--- src/rtl/klv_essence_deframer_unit_defines.svh ---
// Assertion macros shared by the deframer RTL.
// Included by files that carry concurrent checks; relies on clk_i and rst_ni in scope.
`ifndef KLV_ESSENCE_DEFRAMER_UNIT_DEFINES_SVH
`define KLV_ESSENCE_DEFRAMER_UNIT_DEFINES_SVH
`ifndef ASSERT_OFF
// Property must hold at every clock edge outside reset.
`define KLV_ASSERT(lbl, prop, msg) \
  lbl: assert property (@(posedge clk_i) disable iff (!rst_ni) (prop)) else $error(msg);
// Antecedent in one cycle implies consequent in the next.
`define KLV_ASSERT_NEXT(lbl, ante, cons, msg) \
  lbl: assert property (@(posedge clk_i) disable iff (!rst_ni) (ante) |=> (cons)) \
    else $error(msg);
`else
`define KLV_ASSERT(lbl, prop, msg)
`define KLV_ASSERT_NEXT(lbl, ante, cons, msg)
`endif
`endif

--- src/rtl/klvdf_pkg.sv ---
// Types, constants and helpers for the KLV essence deframer.
// No dependencies; imported by klvdf_stream_match and the top level.
`timescale 1ns / 1ps
`default_nettype none
package klvdf_pkg;

  localparam int NUM_STREAMS   = 4;
  localparam int KEY_LEN       = 16;
  localparam int PREFIX_LEN    = 7;
  localparam int ID_START      = 12;
  localparam int MAX_BER_BYTES = 8;

  // Result kinds
  typedef enum logic [1:0] {
    KIND_PAYLOAD = 2'd0,
    KIND_EMPTY   = 2'd1,
    KIND_BER_ERR = 2'd2,
    KIND_UNKNOWN = 2'd3
  } kind_e;

  // Configuration register indexes
  typedef enum logic [2:0] {
    CFG_ACTIVE   = 3'd0,
    CFG_STREAM_0 = 3'd1,
    CFG_STREAM_1 = 3'd2,
    CFG_STREAM_2 = 3'd3,
    CFG_STREAM_3 = 3'd4
  } cfg_idx_e;

  // Stream lookup result
  typedef struct packed {
    logic       found;
    logic [1:0] index;
  } match_t;

  // Essence element key prefix, byte by byte
  function automatic logic [7:0] prefix_byte(input logic [3:0] idx);
    logic [7:0] val;
    case (idx)
      4'd0:    val = 8'h06;
      4'd1:    val = 8'h0e;
      4'd2:    val = 8'h2b;
      4'd3:    val = 8'h34;
      4'd4:    val = 8'h01;
      4'd5:    val = 8'h02;
      4'd6:    val = 8'h01;
      default: val = 8'h00;
    endcase
    return val;
  endfunction

endpackage
`default_nettype wire

--- src/rtl/klvdf_stream_match.sv ---
// Stream id lookup: lowest active stream whose id equals the key track word.
// Depends on klvdf_pkg.
`timescale 1ns / 1ps
`default_nettype none
module klvdf_stream_match (
  input  logic [2:0]           active_streams_i,
  input  logic [3:0][31:0]     stream_id_i,
  input  logic [31:0]          track_word_i,
  output klvdf_pkg::match_t    match_o
);
  import klvdf_pkg::*;

  localparam logic [2:0] NumStreamsW = 3'(NUM_STREAMS);

  logic [2:0] n_active;

  // Clamp active count to the number of id registers
  assign n_active = (active_streams_i > NumStreamsW) ? NumStreamsW : active_streams_i;

  // Priority search, lowest index wins
  always_comb begin
    match_o = '0;
    for (int i = NUM_STREAMS - 1; i >= 0; i--) begin
      if ((3'(i) < n_active) && (stream_id_i[i] == track_word_i)) begin
        match_o.found = 1'b1;
        match_o.index = 2'(i);
      end
    end
  end

endmodule
`default_nettype wire

--- src/rtl/klv_essence_deframer_unit.sv ---
// KLV essence deframer: one byte per cycle in, at most one result item per byte out.
// A result item is registered and valid in the cycle after the byte that causes it is accepted.
// Throughput: one byte per cycle; in_ready_o drops only while a result item waits.
// The 64-bit length counter decrement is combinational and sets the per-byte path.
// Reset (rst_ni low, async): expects a key byte, output empty, config registers zero.
// After a length error or unknown stream the block takes and drops bytes until reset.
`timescale 1ns / 1ps
`default_nettype none
`include "klv_essence_deframer_unit_defines.svh"
module klv_essence_deframer_unit (
  input  logic        clk_i,
  input  logic        rst_ni,
  // byte stream in
  input  logic        in_valid_i,
  output logic        in_ready_o,
  input  logic [7:0]  in_byte_i,
  // result items out
  output logic        out_valid_o,
  input  logic        out_ready_i,
  output logic [1:0]  result_kind_o,
  output logic [7:0]  payload_byte_o,
  output logic [1:0]  stream_sel_o,
  output logic        packet_end_o,
  // configuration writes
  input  logic        cfg_valid_i,
  output logic        cfg_ready_o,
  input  logic [2:0]  cfg_index_i,
  input  logic [31:0] cfg_data_i
);
  import klvdf_pkg::*;

  typedef enum logic [2:0] {
    PH_KEY, PH_BER_FIRST, PH_BER_LONG, PH_PAYLOAD, PH_SKIP, PH_HALT
  } phase_e;

  localparam logic [3:0] KeyLast   = 4'(KEY_LEN - 1);
  localparam logic [3:0] PrefixEnd = 4'(PREFIX_LEN);
  localparam logic [3:0] IdStart   = 4'(ID_START);
  localparam logic [6:0] MaxBer    = 7'(MAX_BER_BYTES);

  phase_e      phase_q, phase_d;
  logic [3:0]  key_count_q, key_count_d;
  logic        prefix_q, prefix_d;
  logic [31:0] track_q, track_d;
  logic [3:0]  ber_left_q, ber_left_d;
  logic [63:0] rem_q, rem_d;
  logic [1:0]  cur_stream_q, cur_stream_d;
  logic        out_valid_q, out_valid_d;
  kind_e       kind_q, kind_d;
  logic [7:0]  byte_q, byte_d;
  logic [1:0]  sidx_q, sidx_d;
  logic        end_q, end_d;

  logic [2:0]       active_q;
  logic [3:0][31:0] stream_id_q;
  match_t           match;
  logic             in_acc;
  logic             emit;
  logic             len_done;
  logic [63:0]      len_val;
  logic [63:0]      rem_dec;

  assign in_ready_o  = !out_valid_q || out_ready_i;
  assign in_acc      = in_valid_i && in_ready_o;
  assign cfg_ready_o = 1'b1;

  // Configuration registers
  always_ff @(posedge clk_i or negedge rst_ni) begin
    if (!rst_ni) begin
      active_q    <= '0;
      stream_id_q <= '0;
    end else if (cfg_valid_i) begin
      case (cfg_index_i)
        CFG_ACTIVE:   active_q       <= cfg_data_i[2:0];
        CFG_STREAM_0: stream_id_q[0] <= cfg_data_i;
        CFG_STREAM_1: stream_id_q[1] <= cfg_data_i;
        CFG_STREAM_2: stream_id_q[2] <= cfg_data_i;
        CFG_STREAM_3: stream_id_q[3] <= cfg_data_i;
        default: ;
      endcase
    end
  end

  klvdf_stream_match u_match (
    .active_streams_i (active_q),
    .stream_id_i      (stream_id_q),
    .track_word_i     (track_q),
    .match_o          (match)
  );

  assign rem_dec = rem_q - 64'd1;

  // Per-byte parse
  always_comb begin
    phase_d      = phase_q;
    key_count_d  = key_count_q;
    prefix_d     = prefix_q;
    track_d      = track_q;
    ber_left_d   = ber_left_q;
    rem_d        = rem_q;
    cur_stream_d = cur_stream_q;
    emit         = 1'b0;
    kind_d       = KIND_PAYLOAD;
    byte_d       = 8'd0;
    sidx_d       = 2'd0;
    end_d        = 1'b0;
    len_done     = 1'b0;
    len_val      = 64'd0;

    case (phase_q)
      PH_KEY: begin
        if (key_count_q < PrefixEnd) begin
          prefix_d = ((key_count_q == 4'd0) ? 1'b1 : prefix_q) &&
                     (in_byte_i == prefix_byte(key_count_q));
        end
        if (key_count_q >= IdStart) begin
          track_d = {track_q[23:0], in_byte_i};
        end
        key_count_d = key_count_q + 4'd1;
        if (key_count_q == KeyLast) begin
          phase_d = PH_BER_FIRST;
        end
      end
      PH_BER_FIRST: begin
        rem_d = 64'd0;
        if (!in_byte_i[7]) begin
          len_done = 1'b1;
          len_val  = {57'd0, in_byte_i[6:0]};
        end else if (in_byte_i[6:0] > MaxBer) begin
          phase_d = PH_HALT;
          emit    = 1'b1;
          kind_d  = KIND_BER_ERR;
        end else if (in_byte_i[6:0] == 7'd0) begin
          len_done = 1'b1;
        end else begin
          ber_left_d = in_byte_i[3:0];
          phase_d    = PH_BER_LONG;
        end
      end
      PH_BER_LONG: begin
        ber_left_d = ber_left_q - 4'd1;
        rem_d      = {rem_q[55:0], in_byte_i};
        if (ber_left_q == 4'd1) begin
          len_done = 1'b1;
          len_val  = {rem_q[55:0], in_byte_i};
        end
      end
      PH_PAYLOAD: begin
        rem_d  = rem_dec;
        emit   = 1'b1;
        kind_d = KIND_PAYLOAD;
        byte_d = in_byte_i;
        sidx_d = cur_stream_q;
        end_d  = (rem_q == 64'd1);
        if (rem_q == 64'd1) begin
          phase_d = PH_KEY;
        end
      end
      PH_SKIP: begin
        rem_d = rem_dec;
        if (rem_q == 64'd1) begin
          phase_d = PH_KEY;
        end
      end
      default: phase_d = PH_HALT;
    endcase

    // Length field complete: route the packet body
    if (len_done) begin
      rem_d = len_val;
      if (!prefix_q) begin
        phase_d = (len_val == 64'd0) ? PH_KEY : PH_SKIP;
      end else if (!match.found) begin
        phase_d = PH_HALT;
        emit    = 1'b1;
        kind_d  = KIND_UNKNOWN;
      end else begin
        cur_stream_d = match.index;
        if (len_val == 64'd0) begin
          phase_d = PH_KEY;
          emit    = 1'b1;
          kind_d  = KIND_EMPTY;
          sidx_d  = match.index;
          end_d   = 1'b1;
        end else begin
          phase_d = PH_PAYLOAD;
        end
      end
    end

    // Output register: load on accept, drain when taken
    if (in_acc) begin
      out_valid_d = emit;
    end else if (out_ready_i) begin
      out_valid_d = 1'b0;
    end else begin
      out_valid_d = out_valid_q;
    end
  end

  // Parser state and result register
  always_ff @(posedge clk_i or negedge rst_ni) begin
    if (!rst_ni) begin
      phase_q      <= PH_KEY;
      key_count_q  <= '0;
      prefix_q     <= 1'b1;
      track_q      <= '0;
      ber_left_q   <= '0;
      rem_q        <= '0;
      cur_stream_q <= '0;
      out_valid_q  <= 1'b0;
      kind_q       <= KIND_PAYLOAD;
      byte_q       <= '0;
      sidx_q       <= '0;
      end_q        <= 1'b0;
    end else begin
      out_valid_q <= out_valid_d;
      if (in_acc) begin
        phase_q      <= phase_d;
        key_count_q  <= key_count_d;
        prefix_q     <= prefix_d;
        track_q      <= track_d;
        ber_left_q   <= ber_left_d;
        rem_q        <= rem_d;
        cur_stream_q <= cur_stream_d;
        if (emit) begin
          kind_q <= kind_d;
          byte_q <= byte_d;
          sidx_q <= sidx_d;
          end_q  <= end_d;
        end
      end
    end
  end

  assign out_valid_o    = out_valid_q;
  assign result_kind_o  = kind_q;
  assign payload_byte_o = byte_q;
  assign stream_sel_o   = sidx_q;
  assign packet_end_o   = end_q;

  // Checks
  `KLV_ASSERT_NEXT(a_halt_silent, in_acc && phase_q == PH_HALT, !out_valid_q,
    "halted block produced a result item")
  `KLV_ASSERT(a_err_fields, out_valid_q && (kind_q == KIND_BER_ERR || kind_q == KIND_UNKNOWN)
    |-> !end_q && byte_q == 8'd0 && sidx_q == 2'd0, "error item with nonzero fields")
  `KLV_ASSERT(a_err_halts, out_valid_q && (kind_q == KIND_BER_ERR || kind_q == KIND_UNKNOWN)
    |-> phase_q == PH_HALT, "error item without halt")
  `KLV_ASSERT(a_key_count, key_count_q != 4'd0 |-> phase_q == PH_KEY,
    "key counter running outside key phase")
  `KLV_ASSERT(a_ber_left, phase_q == PH_BER_LONG |-> ber_left_q != 4'd0 &&
    ber_left_q <= 4'(MAX_BER_BYTES), "length byte count out of range")

endmodule
`default_nettype wire

--- config.mk ---
export PLATFORM = sky130hd
export DESIGN_NAME = klv_essence_deframer_unit
export DESIGN_NICKNAME = d
export VERILOG_FILES = /design/src/rtl/klvdf_pkg.sv /design/src/rtl/klvdf_stream_match.sv /design/src/rtl/klv_essence_deframer_unit.sv
export VERILOG_INCLUDE_DIRS = /design/src /design/src/rtl
export SDC_FILE = /design/constraint.sdc
export NUM_CORES = 1
export LEC_CHECK = 0
export ABC_AREA = 1
export BUFFER_PORTS_ARGS = -buffer_cell sky130_fd_sc_hd__buf_2
export CELL_PAD_IN_SITES_DETAIL_PLACEMENT = 1
export CELL_PAD_IN_SITES_GLOBAL_PLACEMENT = 1
export CORE_ASPECT_RATIO = 0.9
export CORE_MARGIN = 4
export CORE_UTILIZATION = 41
export DETAILED_ROUTE_END_ITERATION = 12
export HOLD_SLACK_MARGIN = 0.12
export PLACE_DENSITY_LB_ADDON = 0.1
export REMOVE_ABC_BUFFERS = 1
export SETUP_SLACK_MARGIN = 0.4
export SLEW_MARGIN = 0
export SYNTH_ARGS = -nofsm -noshare
export SYNTH_HDL_FRONTEND = slang
export SYNTH_SLANG_ARGS = --single-unit
--- constraint.sdc ---
create_clock -name clk_i -period 1.85 [get_ports clk_i]
set_input_delay 0.37 -clock clk_i [delete_from_list [all_inputs] [get_ports clk_i]]
set_output_delay 0.37 -clock clk_i [all_outputs]
set_load 0.005 [all_outputs]
==> results.py, run 1 <==
metrics = {
    "run_status": {
        "status": "finished, violations left",
        "violations": "negative setup slack",
    },
    "setup_path": {
        "slowest_delay_ps": 460,
        "crit_buf_inv": 3,
        "worstPathRequired_ps": 2320,
        "cp_num_cells": 16,
        "worst_path_max_delay_cell": "dfrtp_1",
        "rrSetupSlack_ps": -730,
        "worst_setup_path_startpoint": "rem_q[12]$_DFFE_PN0P_",
        "crit_chain": "buf_4, nor2_2, nand2_2, nor2_4, nand2_8, nor2_8, nand2_4, inv_2, nand2_4, nor2_4, buf_4, nand3_1, nand3_1, o21ai_2, nand2_1, nand2_1",
        "worstPathArrival_ps": 3050,
        "reg2reg_from": "rem_q[12]$_DFFE_PN0P_",
        "crit_type": "reg2reg",
        "timing.rr.end": "rem_q[55]$_DFFE_PN0P_",
        "start_kind": "flip-flop",
        "path_delay_family": "simple AND/OR/NAND/NOR gates",
        "rr_worst_depth": 16,
        "endpoint": "rem_q[55]$_DFFE_PN0P_",
        "cp-end-kind": "flip-flop",
        "cp_max_fo": 4,
    },
    "route": {
        "totalWireLength_mm": 94.19,
        "wl_per_cell_um": 30.08,
        "ant_nets": 0,
        "drc": 0,
        "dr.pass1.iters": 5,
        "drt-initial-drc-count": 2508,
        "viasPerCell": 6.363,
        "dr_total_vias": 19920,
    },
    "timing": {
        "period_minus_slack_ps": 2577,
        "report.final.slew_viol_count": 0,
        "layout_setup_ws_ps": -727.1,
        "fin_hold_ws_ps": 124.1,
        "fmax_mhz": 388.0,
        "tightest_slew_ps": 776.1,
        "fin_crit_sh_pct": 139.3,
        "max_slew_margin_pct": 48.26,
        "finalHoldViolCount": 0,
        "setup_viol": 121,
        "clock_skew_ps": 44.43,
        "rsz0062_at_grt": "true",
    },
    "power_and_ir_drop": {
        "power.total_uw": 47210,
        "p_leak_uw": 0.01171,
        "ir_worst_vdd_uv": 1038,
        "cellPowerDensity_mw_per_mm2": 1983,
    },
    "synth": {
        "ys_seq_area_share_pct": 42.92,
        "synthMostInstantiatedCell": "nand2_1",
        "syn_area_per_cell_sq_um": 7.028,
        "synthCells": 2116,
        "synth_seq_cells": 255,
        "synth_top_area_share_pct": 42.74,
        "synth_area_sq_mm": 0.01487,
        "ys_async_sr_fraction_pct": 100.0,
        "synth_flop_cell": "dfrtp_1",
        "yosysWarnings": 0,
        "synth-edff-count": 0,
        "synth.area.top_cells": "dfrtp_1 (43%), nand2_1 (16%), o21ai_0 (9.2%)",
        "synth_top_area_cell": "dfrtp_1",
        "ys_top_cells_by_count": "nand2_1 (626), o21ai_0 (272), dfrtp_1 (254)",
        "ys_types": 53,
    },
    "clocking": {
        "cts_buffers": 30,
        "clk_path_buf_depth": 3,
        "cts_tree": "built",
        "path_clk_slew_ps": 70,
        "htree_levels": 1,
        "clock_latency_ps": 630,
        "clock_sinks": 255,
        "cts_root_buffer": "clkbuf_16",
    },
    "global_routing": {
        "grt_util_met1_pct": 48.15,
        "grt_pass1_vias": 18670,
        "grt_antenna_before_repair": 1,
        "grt_pass1_wl_mm": 110.2,
        "overflow": 0,
        "grt_max_degree": 65,
        "top_usage_layer": "met2",
        "use_met3_pct": 7.008,
        "met2_usage_pct": 56.69,
        "grt_util_all_layers_pct": 35.31,
    },
    "layout": {
        "fillers": 4104,
        "drive_gt1_share_pct": 43.76,
        "nets": 2694,
        "antenna_cells": 0,
        "syn2layout_area_growth_pct": 60.05,
    },
    "floorplan": {
        "dieArea_sq_mm": 0.03938,
        "io_pins": 64,
        "die_h_um": 188.7,
        "fp.dieW_um": 208.7,
        "rows": 65,
        "core_sq_mm": 0.03546,
        "start_util_pct": 41.94,
    },
    "placement": {
        "place_ws_ps": -642.7,
        "place.detailed.hpwl_mm": 43.37,
        "gp_congestion": 0.9656,
        "portBuffers": 62,
    },
    "run": {
        "cap_viol_max_count": 0,
    },
    "worst_hold_path": {
        "min_from": "cfg_data_i[5]",
        "hold_depth": 3,
        "hold_class": "in2reg",
    },
}
-- flip-flops by register name, indices dropped and copies added, names as in the netlist --
register / count
active_q: 3
ber_left_q: 4
cur_stream_q: 2
key_count_q: 4
out_valid_o: 1
packet_end_o: 1
payload_byte_o: 8
phase_q: 3
prefix_q: 1
rem_q: 64
result_kind_o: 2
stream_id_q: 128
stream_sel_o: 2
track_q: 32
-- worst min path at each step --
stage                                              end  slack (ps)
after global routing        stream_id_q[5]$_DFFE_PN0P_         140
after global placement     stream_id_q[84]$_DFFE_PN0P_         290
after detailed placement   stream_id_q[76]$_DFFE_PN0P_         290
after CTS                  stream_id_q[92]$_DFFE_PN0P_         120
final                     stream_id_q[101]$_DFFE_PN0P_         120
after floorplan                active_q[0]$_DFFE_PN0P_          70
-- per-stage QoR --
step | setup TNS [ps] | cells | cell area [sq um] | utilization, %
after global placement | -17420 | 2900 | 18120 | 51.09
after detailed placement | -23320 | 2900 | 18120 | 51.09
final | -39980 | 3131 | 23800 | 67.12
after CTS | -11960 | 3050 | 21690 | 61.16
after floorplan | -220610 | 2045 | 14550 | -
after global routing | -48450 | 3131 | 23800 | 67.12
-- tightest hold or removal path, delay by kind of cell --
kind                   cells  cell delay, ps
AO/OA/AOI/OAI              1             160
buffers and inverters      2             140
-- report_power, final --
group / internal [uW] / switching, uW / total, uW
clock network: 4260 / 2940 / 7210
registers: 7010 / 2040 / 9050
logic: 12200 / 18700 / 30900
-- cell families (layout without fill, tap and decap cells) --
logic type | count (synthesis) | count (layout) | share of synthesized area, %
xor+xnor | 58 | 58 | 3.416
fa+ha+maj | 8 | 8 | 0.6731
other cells | 1 | 1 | 0.02522
compound gates | 411 | 411 | 14.91
buf+inv | 366 | 909 | 9.592
flops | 255 | 255 | 42.92
simple gates | 1017 | 1020 | 28.46
-- timing repair --
action,4_1_cts,5_1_grt
gates resized for setup,482,389
setup buffers,61,73
pin swaps,108,145
endpoints found under the setup margin,139,139
hold endpoints to repair,284,0
hold buffers,16,0
cloned,17,8
-- cell type report --
type	instances	area, sq um	share of cell area, %
clock buffer	38	862.1	3.622
clock inverter	18	276.5	1.162
inverter	295	1174	4.931
multi-input combinational	1498	9334	39.22
sequential	255	6421	26.98
tap	469	586.8	2.466
timing repair buffer	558	5146	21.62
-- metal layers --
metal | part of all wire, % | wire length [um]
met1 | 35 | 32990
met2 | 44 | 41900
met3 | 11 | 10650
met4 | 9.2 | 8648
met5 | 0 | 0
-- cell usage in the layout (no fill, tap or decap), types with 8 or more instances in the layout --
cell,synthesis,routed
a21oi_1,36,24
nor3_1,26,11
nand2_1,626,492
buf_16,0,15
buf_8,0,11
dfrtp_2,0,31
nand3_2,4,26
nor3_4,0,8
nand2_4,4,59
nand2_2,7,83
nor2_1,216,94
o22ai_1,20,13
clkbuf_16,0,37
inv_4,0,10
dfrtp_1,254,223
xnor2_1,28,18
inv_1,253,207
o21ai_2,9,56
nand3_1,80,52
buf_4,4,362
nor2_4,7,69
buf_12,0,26
nor2_2,10,70
buf_2,18,60
buf_6,2,61
nand4_1,14,14
inv_2,41,72
nor3_2,3,10
xor2_1,30,28
dlygate4sd3_1,0,16
o21ai_1,37,93
o21ai_0,272,166
No activity file was read; power rests on OpenSTA's default activity.
==> run 2, diff against run 1 <==
--- a/config.mk
+++ b/config.mk
@@ -15,9 +15,10 @@
 export CORE_UTILIZATION = 41
 export DETAILED_ROUTE_END_ITERATION = 12
 export HOLD_SLACK_MARGIN = 0.12
-export PLACE_DENSITY_LB_ADDON = 0.1
+export PLACE_DENSITY = 0.75
 export REMOVE_ABC_BUFFERS = 1
 export SETUP_SLACK_MARGIN = 0.4
+export SKIP_CTS_REPAIR_TIMING = 1
 export SLEW_MARGIN = 0
 export SYNTH_ARGS = -nofsm -noshare
 export SYNTH_HDL_FRONTEND = slang
==> run 2 against run 1 <==
Against the previous run: the flow still finishes with violations (negative setup slack); clock power is 8.5% lower; register-to-register slack gained 97 ps; critical path depth down 1; critical path type unchanged; largest power group unchanged.
==> results.py, run 2 (synthesis gave the netlist of run 1 again) <==
metrics = {
    "layout": {
        "final_common_cell": "nand2_1",
        "largest_register_ffs": 128,
        "drive_gt1_share_pct": 35.17,
        "fin_cells": 3043,
        "final_cell_mix": "nand2_1 (553), buf_4 (341), dfrtp_1 (231), inv_1 (224), o21ai_0 (196)",
        "syn2layout_area_growth_pct": 44.13,
        "final_area_sq_mm": 0.02143,
        "top_register": "stream_id_q",
        "top_regs": "stream_id_q: 128 flops, rem_q: 64 flops, track_q: 32 flops",
        "nets": 2605,
    },
    "setup_path": {
        "worstPathRequired_ps": 2380,
        "timing.rr.end": "rem_q[54]$_DFFE_PN0P_",
        "start_kind": "flip-flop",
        "crit_type": "reg2reg",
        "worstPathArrival_ps": 3010,
        "cp_max_fo": 4,
        "reg2reg_from": "rem_q[1]$_DFFE_PN0P_",
        "rrSetupSlack_ps": -630,
        "cp-end-kind": "flip-flop",
        "rr_worst_depth": 15,
    },
    "global_routing": {
        "grt_pass1_vias": 16790,
        "grt_pass1_wl_mm": 91.65,
        "grt_util_all_layers_pct": 28.83,
        "overflow": 0,
        "grt_antenna_before_repair": 1,
        "grt_max_degree": 65,
    },
    "clocking": {
        "htree_levels": 1,
        "path_clk_slew_ps": 70,
        "clock_latency_ps": 590,
        "clk_path_buf_depth": 3,
        "cts_root_buffer": "clkbuf_16",
        "cts_buffers": 30,
        "cts_tree": "built",
        "clock_sinks": 255,
    },
    "timing": {
        "layout_setup_ws_ps": -630.3,
        "period_minus_slack_ps": 2480,
        "fin_hold_ws_ps": 100.2,
        "max_slew_margin_pct": 41.45,
        "fin_crit_sh_pct": 134.1,
        "finalHoldViolCount": 0,
        "rsz0062_at_grt": "true",
        "report.final.slew_viol_count": 0,
        "clock_skew_ps": 10.91,
        "tightest_slew_ps": 867.0,
        "setup_tns_ps": -28840,
        "setup_viol": 94,
        "fmax_mhz": 403.2,
    },
    "worst_hold_path": {
        "min_from": "cfg_data_i[25]",
        "hold_depth": 3,
        "hold_class": "in2reg",
        "holdPathEnd": "stream_id_q[121]$_DFFE_PN0P_",
    },
    "floorplan": {
        "dieArea_sq_mm": 0.03938,
        "start_util_pct": 41.94,
        "die_h_um": 188.7,
        "fp.dieW_um": 208.7,
        "io_pins": 64,
        "rows": 65,
        "core_sq_mm": 0.03546,
    },
    "run_status": {
        "status": "finished, violations left",
        "violations": "negative setup slack",
    },
    "power_and_ir_drop": {
        "combinationalPowerShare_pct": 61.2,
        "seqPwrFrac_pct": 22.1,
        "power.share.clock_pct": 16.6,
        "p_sw_uw": 19150,
        "p_int_uw": 20490,
        "p_leak_uw": 0.01075,
        "ir_worst_vdd_uv": 1121,
        "cellPowerDensity_mw_per_mm2": 1849,
        "sw_frac_of_total_pct": 48.31,
    },
    "placement": {
        "placed_cell_area_sq_mm": 0.01810,
        "dp_cells": 2904,
        "gp_congestion": 0.9536,
        "place.detailed.hpwl_mm": 43.39,
        "place_ws_ps": -708.5,
        "portBuffers": 62,
    },
    "route": {
        "wl_per_cell_um": 24.39,
        "ant_nets": 0,
        "drt-initial-drc-count": 1726,
        "totalWireLength_mm": 74.21,
        "dr_total_vias": 17730,
        "drc": 0,
        "dr.pass1.iters": 5,
        "viasPerCell": 5.826,
    },
    "run": {
        "cap_viol_max_count": 0,
    },
}
[run 2: cell count changes in the layout (fill, tap and decap cells not counted), moves of 21 or more]
cell	change
nor2_4	-32
nand2_4	-27
nand2_2	-32
nand2_1	+61
nor2_1	+43
o21ai_0	+30
buf_4	-21
buf_6	-27
[run 2: layer usage]
layer	global-route usage (%)	vias to the layer above	share of wire [%]
li1	-	7578	-
met1	40.49	8852	40
met2	46.27	995	46
met3	5.494	300	9.0
met4	7.152	2	4.9
met5	0	-	0.018
[run 2: how the worst max path moves through the flow]
stage	from	slack (ps)	depth (start not counted)	endpoint
after global placement	track_q[12]$_DFFE_PN0P_	-590	17	result_kind_o[1]$_DFFE_PN0P_
final	rem_q[1]$_DFFE_PN0P_	-630	15	rem_q[54]$_DFFE_PN0P_
after global routing	rem_q[1]$_DFFE_PN0P_	-690	15	rem_q[54]$_DFFE_PN0P_
after CTS	track_q[12]$_DFFE_PN0P_	-740	17	result_kind_o[1]$_DFFE_PN0P_
after floorplan	phase_q[0]$_DFFE_PN0P_	-3130	7	rem_q[27]$_DFFE_PN0P_
after detailed placement	track_q[12]$_DFFE_PN0P_	-710	17	result_kind_o[1]$_DFFE_PN0P_
[run 2: power by group through the flow]
stage               sequential (uW)  clock [uW]  combinational, uW
finish                         8780        6600              24300
global route                   8880        6840              25600
CTS                            8380        6500              18000
detailed placement             8440           0              17700
global placement               8370           0              17100
floorplan                      8150           0               8580
[run 2: critical path, stage by stage (launching register included)]
cell	delay [ps]
dfrtp_1	410
inv_2	100
buf_4	150
ha_2	200
nand2_2	80
nor2_4	140
inv_2	70
nor3_4	160
nand3_2	150
nor2_4	240
nand3_2	110
a21oi_1	170
o21ai_1	110
o21ai_1	110
nand2_1	110
nand2_1	80
[run 2: per-stage QoR]
step / total power, uW / utilization (%)
after CTS: 32850 / 54.03
final: 39630 / 60.44
after global placement: 25470 / 51.04
after detailed placement: 26180 / 51.04
after global routing: 41290 / 60.44
after floorplan: 16730 / -
[run 2: layout make-up]
cell class                      count  area, sq um
Fill cell                        4354        14030
Antenna cell                        1        2.502
Timing Repair Buffer              469         3896
Sequential cell                   255         6411
Tap cell                          469        586.8
Multi-Input combinational cell   1498         8352
Clock inverter                     11        141.4
Inverter                          295         1125
Clock buffer                       45        918.4
==> run 3, diff against run 2 <==
--- a/config.mk
+++ b/config.mk
@@ -23,3 +23,4 @@
 export SYNTH_ARGS = -nofsm -noshare
 export SYNTH_HDL_FRONTEND = slang
 export SYNTH_SLANG_ARGS = --single-unit
+export TNS_END_PERCENT = 50
==> run 3 against run 2 <==
Against the previous run: the flow still finishes with violations (negative setup slack); highest routed layer unchanged; total power down 5.9%; sequential power fell by 2%; clock power decreased by 3%; largest cell class unchanged; critical path type unchanged; largest power group unchanged; first-iteration DRC count down 34%; non-clock buffer count fell by 35; via count shrank 7.0%; clock skew grew 0.76 ps; sequential share of layout area increased by 1.2 points; routed wire length is 15% lower; cell count fell by 1.2%.
==> results.py, run 3 (synthesis gave the netlist of run 1 again) <==
metrics = {
    "layout": {
        "antenna_cells": 0,
        "top_regs": "stream_id_q: 128 flops, rem_q: 64 flops, track_q: 32 flops",
        "final_util_pct": 58.11,
        "final_cell_mix": "nand2_1 (573), buf_4 (334), dfrtp_1 (235), o21ai_0 (231), inv_1 (228)",
        "top_register": "stream_id_q",
        "largest_register_ffs": 128,
        "syn2layout_area_growth_pct": 38.55,
        "final_common_cell": "nand2_1",
        "nets": 2570,
        "final_area_sq_mm": 0.02060,
        "drive_gt1_share_pct": 31.72,
    },
    "route": {
        "drt-initial-drc-count": 1133,
        "drc": 0,
        "totalWireLength_mm": 63.38,
        "ant_nets": 0,
        "dr_total_vias": 16490,
        "wl_per_cell_um": 21.08,
        "viasPerCell": 5.483,
        "dr.pass1.iters": 5,
    },
    "run": {
        "cap_viol_max_count": 0,
    },
    "floorplan": {
        "fp.dieW_um": 208.7,
        "die_h_um": 188.7,
        "start_util_pct": 41.94,
        "io_pins": 64,
        "dieArea_sq_mm": 0.03938,
        "rows": 65,
        "core_sq_mm": 0.03546,
    },
    "power_and_ir_drop": {
        "cellPowerDensity_mw_per_mm2": 1811,
        "p_int_uw": 19830,
        "p_sw_uw": 17480,
        "p_leak_uw": 0.01042,
        "combinationalPowerShare_pct": 59.7,
        "sw_frac_of_total_pct": 46.84,
        "power.share.clock_pct": 17.2,
        "ir_worst_vdd_uv": 939.6,
        "seqPwrFrac_pct": 23.1,
    },
    "clocking": {
        "cts_tree": "built",
        "cts_root_buffer": "clkbuf_16",
        "htree_levels": 1,
        "clock_latency_ps": 580,
        "cts_buffers": 30,
        "clk_path_buf_depth": 3,
        "path_clk_slew_ps": 60,
        "clock_sinks": 255,
    },
    "setup_path": {
        "worstPathArrival_ps": 2840,
        "worst_path_max_delay_cell": "dfrtp_1",
        "rr_worst_depth": 14,
        "start_kind": "flip-flop",
        "worstPathRequired_ps": 2350,
        "slowest_delay_ps": 470,
        "crit_type": "reg2reg",
        "cp_max_fo": 6,
        "cp-end-kind": "flip-flop",
        "crit_chain": "nor2_1, nand2_1, nor2_1, nand2_1, nor2_1, nand2_2, nand2_2, nand4_4, nand2_2, nand2_4, nand2_8, nand2_8, buf_6, o21ai_2",
    },
    "global_routing": {
        "grt_antenna_before_repair": 1,
        "grt_max_degree": 65,
        "grt_util_all_layers_pct": 28.83,
        "overflow": 0,
        "grt_pass1_vias": 16790,
        "grt_pass1_wl_mm": 91.65,
    },
    "worst_hold_path": {
        "hold_class": "in2reg",
        "hold_depth": 4,
    },
    "timing": {
        "setup_viol": 79,
        "rsz0062_at_grt": "true",
        "fmax_mhz": 428.2,
        "fin_crit_sh_pct": 126.2,
        "max_slew_margin_pct": 51.24,
        "setup_tns_ps": -21490,
        "period_minus_slack_ps": 2335,
        "clock_skew_ps": 11.67,
        "tightest_slew_ps": 730.6,
        "layout_setup_ws_ps": -485.1,
        "report.final.slew_viol_count": 0,
        "finalHoldViolCount": 0,
    },
    "placement": {
        "gp_congestion": 0.9536,
        "place.detailed.hpwl_mm": 43.39,
        "placed_cell_area_sq_mm": 0.01810,
        "place_ws_ps": -708.5,
        "portBuffers": 62,
    },
    "run_status": {
        "violations": "negative setup slack",
        "status": "finished, violations left",
    },
}
[run 3: changes by cell type in the layout (fill, tap and decap cells not counted), sizes merged]
cell and delta:
buf -29, clkbuf -5, diode -1, dlygate4sd3 -1
[run 3: final timing paths]
kind / from / to / slack, ps
min: out_ready_i / out_valid_o$_DFFE_PN0P_ / 100
min in group asynchronous: rst_ni / stream_id_q[20]$_DFFE_PN0P_ / 310
max in group asynchronous: rst_ni / track_q[17]$_DFFE_PN0P_ / 850
max: rem_q[11]$_DFFE_PN0P_ / payload_byte_o[3]$_DFFE_PN0P_ / -490
max reg2reg: rem_q[11]$_DFFE_PN0P_ / payload_byte_o[3]$_DFFE_PN0P_ / -490
min reg2reg: payload_byte_o[2]$_DFFE_PN0P_ / payload_byte_o[2]$_DFFE_PN0P_ / 490
[run 3: power groups by stage]
stage / sequential [uW] / combinational [uW] / clock, uW
5_1_grt: 8770 / 23900 / 6740
2_1_floorplan: 8150 / 8580 / 0
6_report: 8620 / 22300 / 6420
4_1_cts: 8380 / 18000 / 6500
3_3_place_gp: 8370 / 17100 / 0
3_5_place_dp: 8440 / 17700 / 0
[run 3: stage by stage]
stage	power, uW	hold slack, ps	std cells
floorplan	16730	74.41	2045
global route	39400	122.3	3007
detailed placement	26180	345.5	2904
CTS	32850	-272.7	2960
global placement	25470	338.9	2904
finish	37310	95.97	3007
[run 3: routing by layer]
layer / global-route usage, % / vias to the layer above / routed length, um
met5: 0 / - / 17
met4: 7.152 / 2 / 1866
met3: 5.494 / 137 / 4259
met2: 46.27 / 541 / 29360
met1: 40.49 / 8296 / 27880
li1: - / 7510 / -
[run 3: critical path: cells and delay by family, from the launching register on]
kind	cells	cell delay, ps
buffers and inverters	1	160
DFF	1	470
AOI/OAI and AO/OA	1	110
and+or+nand+nor	12	1490
[run 3: cell type report]
class	instances	area, sq um
clock inverters	11	141.4
multi-input cells	1498	8025
inverters	295	1120
fillers	4457	14860
repair buffers	434	3406
well taps	469	586.8
clock buffers	45	918.4
flip-flops and latches	255	6406
